**config.mk**
```make
export PLATFORM = sky130hd
export DESIGN_NAME = lpht_mod
export DESIGN_NICKNAME = d
export VERILOG_FILES = /design/src/hw/rtl/linear_probe_hash_table_core_macros.svh /design/src/hw/rtl/lpht_pkg.sv /design/src/hw/rtl/lpht_mod.sv
export SDC_FILE = /design/constraint.sdc
export NUM_CORES = 1
export LEC_CHECK = 0
export ABC_AREA = 1
export BUFFER_PORTS_ARGS = -buffer_cell sky130_fd_sc_hd__clkbuf_2
export CORE_MARGIN = 5
export CORE_UTILIZATION = 35
export DETAILED_ROUTE_END_ITERATION = 8
export PLACE_DENSITY = 0.74
export SLEW_MARGIN = 40
export SYNTH_ARGS = -nofsm -noshare
export SYNTH_HDL_FRONTEND = slang
export SYNTH_SLANG_ARGS = --single-unit
```
**constraint.sdc**
```tcl
create_clock -name i_clk -period 1.2 [get_ports i_clk]
set_clock_uncertainty 0.2 [all_clocks]
set_input_delay 0.12 -clock i_clk [delete_from_list [all_inputs] [get_ports i_clk]]
set_output_delay 0.12 -clock i_clk [all_outputs]
set_load 0.05 [all_outputs]
```
**src/hw/rtl/linear_probe_hash_table_core_macros.svh**
```systemverilog
// assertion macros for the linear probe hash table core
`ifndef LINEAR_PROBE_HASH_TABLE_CORE_MACROS_SVH
`define LINEAR_PROBE_HASH_TABLE_CORE_MACROS_SVH

// same-cycle implication, checked outside reset
`define LPHT_ASSERT_NOW(lbl, clk, rst_n, ante, cons, msg) \
    lbl: assert property (@(posedge clk) disable iff (!(rst_n)) (ante) |-> (cons)) \
        else $error(msg);

// next-cycle implication, checked outside reset
`define LPHT_ASSERT_NEXT(lbl, clk, rst_n, ante, cons, msg) \
    lbl: assert property (@(posedge clk) disable iff (!(rst_n)) (ante) |=> (cons)) \
        else $error(msg);

`endif

```
**src/hw/rtl/lpht_pkg.sv**
```systemverilog
// types and codes shared by the linear probe hash table core
`default_nettype none

package lpht_pkg;

    localparam int KEY_W   = 31;
    localparam int VALUE_W = 32;

    localparam logic [1:0] OP_INSERT = 2'd0;
    localparam logic [1:0] OP_DELETE = 2'd1;
    localparam logic [1:0] OP_SEARCH = 2'd2;
    localparam logic [1:0] OP_NONE   = 2'd3;

    localparam logic [2:0] ST_NEW      = 3'd0;
    localparam logic [2:0] ST_REPLACED = 3'd1;
    localparam logic [2:0] ST_FULL     = 3'd2;
    localparam logic [2:0] ST_DELETED  = 3'd3;
    localparam logic [2:0] ST_MISSING  = 3'd4;
    localparam logic [2:0] ST_FOUND    = 3'd5;

    localparam logic [1:0] MARK_EMPTY   = 2'd0;
    localparam logic [1:0] MARK_LIVE    = 2'd1;
    localparam logic [1:0] MARK_DELETED = 2'd2;

    localparam logic signed [VALUE_W-1:0] NO_VALUE = -32'sd1;

    typedef struct packed {
        logic [1:0]                op;
        logic [KEY_W-1:0]          lookup_key;
        logic signed [VALUE_W-1:0] new_value;
    } t_req;

    typedef struct packed {
        logic [2:0]                status;
        logic signed [VALUE_W-1:0] read_value;
        logic [7:0]                entry_count;
    } t_rsp;

    typedef struct packed {
        logic [1:0]                mark;
        logic [KEY_W-1:0]          key;
        logic signed [VALUE_W-1:0] value;
    } t_slot;

endpackage

`default_nettype wire

```
**src/hw/rtl/lpht_mod.sv**
```systemverilog
// key reduction modulo the table size by reciprocal multiplication
`default_nettype none

module lpht_mod
    import lpht_pkg::*;
#(
    parameter int TABLE_SIZE = 128,
    parameter int AW         = 7
) (
    input  wire logic             i_clk,
    input  wire logic             i_rst_n,
    input  wire logic             i_start,
    input  wire logic [KEY_W-1:0] i_key,
    output logic                  o_done,
    output logic [AW-1:0]         o_rem
);

    // rounded-up reciprocal, exact quotient for every key of KEY_W bits
    localparam int          LG      = $clog2(TABLE_SIZE);
    localparam int          SHIFT   = KEY_W + LG;
    localparam logic [63:0] RECIP_W = ((64'd1 << SHIFT) + 64'(TABLE_SIZE) - 64'd1)
                                      / 64'(TABLE_SIZE);
    localparam logic [31:0] RECIP   = RECIP_W[31:0];

    logic               r_stage1;
    logic               r_stage2;
    logic               r_done;
    logic [KEY_W-1:0]   r_key;
    logic [KEY_W-1:0]   r_quo;
    logic [AW-1:0]      r_rem;
    logic [KEY_W+31:0]  product;
    logic [KEY_W-1:0]   quo;
    logic [KEY_W-1:0]   rem_full;

    // quotient from the registered key, then remainder from the registered quotient
    always_comb begin
        product  = (KEY_W+32)'(r_key) * (KEY_W+32)'(RECIP);
        quo      = KEY_W'(product >> SHIFT);
        rem_full = r_key - KEY_W'(r_quo * KEY_W'(TABLE_SIZE));
    end

    always_ff @(posedge i_clk) begin
        if (!i_rst_n) begin
            r_stage1 <= 1'b0;
            r_stage2 <= 1'b0;
            r_done   <= 1'b0;
        end else begin
            r_stage1 <= i_start;
            r_stage2 <= r_stage1;
            r_done   <= r_stage2;
        end
    end

    always_ff @(posedge i_clk) begin
        if (i_start) begin
            r_key <= i_key;
        end
        if (r_stage1) begin
            r_quo <= quo;
        end
        if (r_stage2) begin
            r_rem <= AW'(rem_full);
        end
    end

    assign o_done = r_done;
    assign o_rem  = r_rem;

endmodule

`default_nettype wire

```
Yosys cells after proc, flatten, opt, wreduce, memory -nomap -nowiden
Index checks and enable logic that the tools add are counted.

Register bits: 17. Latch bits: 0. Bits in writable memories: 0. Memory bits (read-only): 0. Bits of input ports: 34. Output and inout bits: 8. Word-level logic and storage cells: 6. Memories: 0.

Add/subtract/negate cells: 1. Multiply operators: 0. Div/mod/pow operators: 0. Magnitude comparators: 0. Equal/unequal tests: 0. Shift operators: 0. Mux-type cells: 0. Bitwise operators: 0. Reductions and logical operators: 0.

Operators with widths (number): $sub 7x1->7 const B (1).

Logic depth before layout (Yosys ltp)
Gate-level depths: netlist (run 1).

Depth after elaboration: 1. Mapped depth: 2. Depth with buffers taken out: 2.

Worst setup path after synthesis (run 1)
No wires, ideal clock.

Path kind: register to register. Start point: reg r_stage2. End point: reg r_rem[0], in the netlist o_rem[0], enable pin. Setup time: 0.328 ns. Data arrival time: 0.435 ns. Required time: 0.672 ns. Slack: 0.237 ns. Stages on the path, launching flop included: 1. Path buffers: 0. Period minus slack after synthesis: 0.963 ns. Cell sequence: dfxtp_1.

RTL lines: start, declared (RTL line lpht_mod.sv:26) `logic r_stage2;`; start signal, assigned (RTL line lpht_mod.sv:49) `r_stage2 <= r_stage1;`; end signal, assigned (RTL line lpht_mod.sv:62) `r_rem <= AW'(rem_full);`; end, declared (RTL line lpht_mod.sv:30) `logic [AW-1:0] r_rem;`.

No word-level cell between the ends.

Worst setup path in the final report (run 1)
Start point: reg r_rem[3], in the netlist o_rem[3]. End point: out o_rem[3].

RTL lines: end, declared (RTL line lpht_mod.sv:15) `output logic [AW-1:0] o_rem`.

No word-level cell between the ends.

==> results of run 1 <==
-- cells by family (layout without fill, tap and decap cells) --
logic type	Yosys count	count (layout)
and+or+nand+nor	3	3
DFF	17	17
buffers and inverters	3	33
-- final cells by class --
| type | count | area (um2) |
|---|---|---|
| multi-input combinational | 3 | 11.3 |
| inverter | 3 | 11.3 |
| clock buffer | 3 | 22.5 |
| sequential | 17 | 480 |
| clock inverter | 1 | 5.00 |
| timing repair buffer | 26 | 238 |
| fill | 98 | 547 |
| tap | 15 | 18.8 |
-- cell usage in the layout, fill, tap and decap left out --
cell type	n
clkbuf_2	9
dlygate4sd3_1	9
edfxtp_1	14
buf_6	1
buf_8	1
inv_1	3
dfxtp_1	3
clkbuf_4	4
clkinv_2	1
clkbuf_8	5
nand2_1	3
-- how the worst min path moves through the flow --
stage | start | slack [ps] | cells after the start | endpoint
floorplan | i_rst_n | 10 | 2 | o_done
global placement | i_key[4] | 100 | 1 | r_key[4]
detailed placement | i_key[3] | 100 | 1 | r_key[3]
CTS | r_stage1 | 220 | 2 | r_stage2
global route | r_key[0] | 240 | 0 | o_rem[0]
finish | r_stage1 | 220 | 2 | r_stage2
-- registers in the layout, summed over array words and instances (netlist names) --
signal / cells
o_rem: 7
r_stage1: 1
r_stage2: 1
o_done: 1
r_key: 7
-- power by group --
part	internal, mW	leakage [nW]	switching (mW)
Clock	0.124	0.0177	0.169
Sequential	0.673	0.157	0.0116
Combinational	0.0466	0.160	0.0453
-- routing by layer --
layer / part of all wire / wire length (um) / global-route usage
met5: 0 / 0 / 0
met3: 0.12 / 88 / 0.0489
met2: 0.52 / 393 / 0.132
met4: 0 / 0 / 0.0645
met1: 0.36 / 272 / 0.0738
-- repair_timing --
item / CTS / global route
hold buffers: 9 / 0
cloned: 0 / 0
endpoints found under the setup margin: 8 / 7
endpoints found under the hold margin: 17 / 0
resized for setup: 14 / 3
setup buffers: 0 / 0
==> out/results.txt, run 1 <==
GRT Total Usage: 0.0821
drt via density: 4.07
post-layout util: 0.590
Cell Area, Synth: 503 um2
Setup Slack @ Placement: 189 ps
Inserted Clock Buffers: 3
crit path from: o_rem[3]
critical path peak fanout: 1
DRC errors left: 0
Port Buffers: 17
largest family of logic cells by synthesized area: buffers and inverters
Worst R2R Start: r_stage2
Synth area leaders: edfxtp_1, dfxtp_1, inv_1
top cell type's share of synthesized area: 0.836
Leak: 0.335 nW
worst hold path class: reg -> reg
multiplexer share of the synthesized area: 0
setup ws final: 16.0 ps
syn nets: 57
Synth Warn #: 0
commonest register cell after synthesis: edfxtp_1
Yosys top cell by area: edfxtp_1
Peak Freq: 845 MHz
routed length per placed instance: 11.1 um
Clk pin slew, worst setup/hold paths: 90 ps
required time of the critical path: 880 ps
detailed placement HPWL: 469 um
vias after detailed routing: 277
Final Setup Violations: 0
post-synthesis compound-gate area fraction: 0
routed wire length: 754 um
Final Cell Area: 787 um2
Cells after Synth: 23
worst r2r path cells: 0
Post-Place Cell Area: 607 um2
CP Data Arrival Time: 860 ps
pin count of the biggest net entering global routing: 11
Setup TNS Final: 0 ps
remaining antenna violation count: 0
vias in the first global route: 293
mean area per synthesized cell: 21.9 um2
MaxCap Viol Count: 0
R2R Setup Slk: 180 ps
Root Driver: clkbuf_4
Clock Latency Late Sink: 280 ps
min Tclk post-route: 1180 ps
Worst slew margin: 0.801
Synth cell types: 4
RSZ-0062 raised after global routing: yes
Die Area: 0.00230 mm2
Die Height: 47.9 um
H-Tree Depth: 1
adder-cell share of the synthesized area: 0
CTS tree: done
status: complete, no violations
dpl cells: 55
CP delay by family, top: flip-flops
async set-reset flop share out of synthesis: 0
I/O pin total: 42
nets: 88
Seq cells post-synth: 17
final cycle utilization of the critical path: 0.987
core area: 0.00133 mm2
CP Capture Type: output pin
Critical Path Start Type: register
hold_ws: 221 ps
Pwr Total: 1.07 mW
grt ovf: 0
routability cong.: 0.616
Syn-to-layout area delta: 56.5%
global-route wire length before repair: 1.16 mm
Post-synth top cells: edfxtp_1, dfxtp_1, inv_1, nand2_1
Crit path buffers/inverters: 1
row cnt: 13
Slowest cell on crit path: edfxtp_1
VDD IR max: 0.686 mV
sequential element share of the synthesized area: 0.955
number of synthesized flops with an enable pin: 14
Fin. Hold Viols: 0
crit-path max cell delay: 410 ps
Layout Cells excl Fill: 68
initial core utilization: 0.377
FF-to-FF End: o_rem[2]
drt pass-1 iters: 2
Post-Synth XOR/XNOR Area: 0
crit path capture: o_rem[3]
Slew Limit Fails: 0
layout cells sized above 1: 0.396
CP cell instances: buf_8
simple-gate share of the synthesized area: 0.0224
CTS max path bufs: 2
Least-Margin Pin Slew: 298 ps
Stages on worst setup path: 1
power per cell area: 1360 mW/mm2
top-count cell post-synth: edfxtp_1
die width: 47.9 um
Initial DRC Count: 4
initial antenna violation count: 0
Clock Sink Count: 17
Ant. Diodes: 0
worst setup path class: reg -> out
Note: power is estimated with default switching activity, not from simulation.
==> run 2: changes to the inputs <==
- ABC_AREA: 1 -> default
==> out/results.txt, run 2 <==
R2R Setup Slk: 200 ps
Clock Latency Late Sink: 280 ps
Initial DRC Count: 5
Port Buffers: 17
CTS tree: done
Worst Hold Launch: r_key[2]
top cell type's share of synthesized area: 0.842
vias after detailed routing: 277
I/O pin total: 42
Net Sw Frac: 0.197
top-count cell post-synth: edfxtp_1
pin count of the biggest net entering global routing: 10
sequential element share of the synthesized area: 0.962
crit-path max cell delay: 370 ps
crit path from: o_rem[2]
initial core utilization: 0.379
Clk pwr share: 0.267
Synth Warn #: 0
Crit path buffers/inverters: 1
syn nets: 54
FF-to-FF End: o_rem[5]
GR Util met2: 0.137
MaxCap Viol Count: 0
Flop pwr share: 0.649
Setup Slack @ Placement: 199 ps
Seq. cell area: 480 um2
Cell Area, Synth: 499 um2
number of synthesized flops with an enable pin: 14
Worst slew margin: 0.814
required time of the critical path: 880 ps
routed wire length: 718 um
Post-synth top cells: edfxtp_1, and2_1, dfxtp_1
CTS max path bufs: 2
Synth cell types: 3
core area: 0.00132 mm2
Stages on worst setup path: 1
Ant. Diodes: 0
setup ws final: 36.7 ps
Die Area: 0.00228 mm2
VDD IR max: 0.809 mV
P_int: 0.846 mW
global-route wire length before repair: 1.24 mm
nets: 85
# Post-CTS Setup Buffers: 0
routability cong.: 0.619
Die Height: 47.8 um
mean area per synthesized cell: 25.0 um2
async set-reset flop share out of synthesis: 0
vias in the first global route: 282
Clock Sink Count: 17
final cycle utilization of the critical path: 0.969
Synth area leaders: edfxtp_1, dfxtp_1, and2_1
NetSw: 0.207 mW
met1 Usage GRT: 0.0870
Comb pwr share: 0.084
Hold Path Stages: 0
Setup TNS Final: 0 ps
initial antenna violation count: 0
crit path capture: o_rem[2]
drt via density: 4.26
met3 usage: 0.0188
remaining antenna violation count: 0
worst r2r path cells: 0
Final Setup Violations: 0
grt ovf: 0
die width: 47.8 um
power per cell area: 1390 mW/mm2
routed length per placed instance: 11.0 um
Syn-to-layout area delta: 51.9%
CP Data Arrival Time: 840 ps
area occupied by multi-input gates: 18.8 um2
commonest non-fill, non-tap cell in the layout: edfxtp_1
status: complete, no violations
commonest register cell after synthesis: edfxtp_1
CP Capture Type: output pin
Fin. Hold Viols: 0
critical path peak fanout: 1
hold_ws: 223 ps
commonest cells after routing, fill and taps aside: edfxtp_1, dlygate4sd3_1, clkbuf_2
Worst R2R Start: r_stage2
busiest grt layer: met2
RSZ-0062 raised after global routing: no
CP cell instances: buf_4
Peak Freq: 860 MHz
worst hold path class: reg -> reg
worst setup path class: reg -> out
Slowest cell on crit path: edfxtp_1
min Tclk post-route: 1160 ps
layout cells sized above 1: 0.400
drt pass-1 iters: 2
Least-Margin Pin Slew: 278 ps
Root Driver: clkbuf_4
Critical Path Start Type: register
row cnt: 13
Leak: 0.301 nW
Cells after Synth: 20
CP delay by family, top: flip-flops
H-Tree Depth: 1
Yosys top cell by area: edfxtp_1
fill cell count: 99
Pwr Total: 1.05 mW
Seq cells post-synth: 17
GRT Total Usage: 0.0864
DRC errors left: 0
Inserted Clock Buffers: 3
Clk pin slew, worst setup/hold paths: 80 ps
Slew Limit Fails: 0
post-layout util: 0.575
[run 2: cell types whose count changed in the layout (fill, tap and decap cells not counted), moves of 2 or more]
cell and change:
buf_6 +4, nand2_1 -3, inv_1 -3, buf_4 +2, clkbuf_8 -5, and2_1 +3
[run 2: power groups by stage]
stage                     sequential, mW  combinational [mW]  clock, mW
final                              0.684              0.0879      0.281
after global routing               0.688              0.0937      0.321
after CTS                          0.683              0.0828      0.292
after detailed placement           0.697              0.0568          0
after global placement             0.696              0.0560          0
after floorplan                    0.723             0.00242          0
[run 2: cells by family after synthesis]
family        count (synthesis)  share of synthesized area
simple gates                  3                     0.0376
flops                        17                      0.962
[run 2: layer usage]
layer / up-vias / part of all wire
met5: - / 0
met4: 0 / 0.032
met3: 2 / 0.14
met2: 17 / 0.51
met1: 124 / 0.32
li1: 134 / -
[run 2: area by class of cell]
| cell class | count | area share |
|---|---|---|
| Sequential cell | 17 | 0.634 |
| Timing Repair Buffer | 26 | 0.282 |
| Clock buffer | 4 | 0.0347 |
| Multi-Input combinational cell | 3 | 0.0248 |
| Tap cell | 15 | 0.0248 |
[run 2: worst min-delay path by stage]
stage          slack (ps)       end
2_1_floorplan          20  r_key[0]
3_3_place_gp          100  r_key[3]
3_5_place_dp          100  r_key[0]
4_1_cts               230  o_rem[2]
5_1_grt               230  o_rem[2]
6_report              220  o_rem[2]
[run 2: through the flow]
stage,cell area [um2],std cells
floorplan,499,20
global placement,603,52
detailed placement,603,52
CTS,737,65
global route,758,65
finish,758,65
[run 2: timing repair]
item	4_1_cts	5_1_grt
endpoints found under the hold margin	17	0
endpoints found under the setup margin	7	8
resized for setup	7	14
hold buffers	9	0
pin swaps	0	0
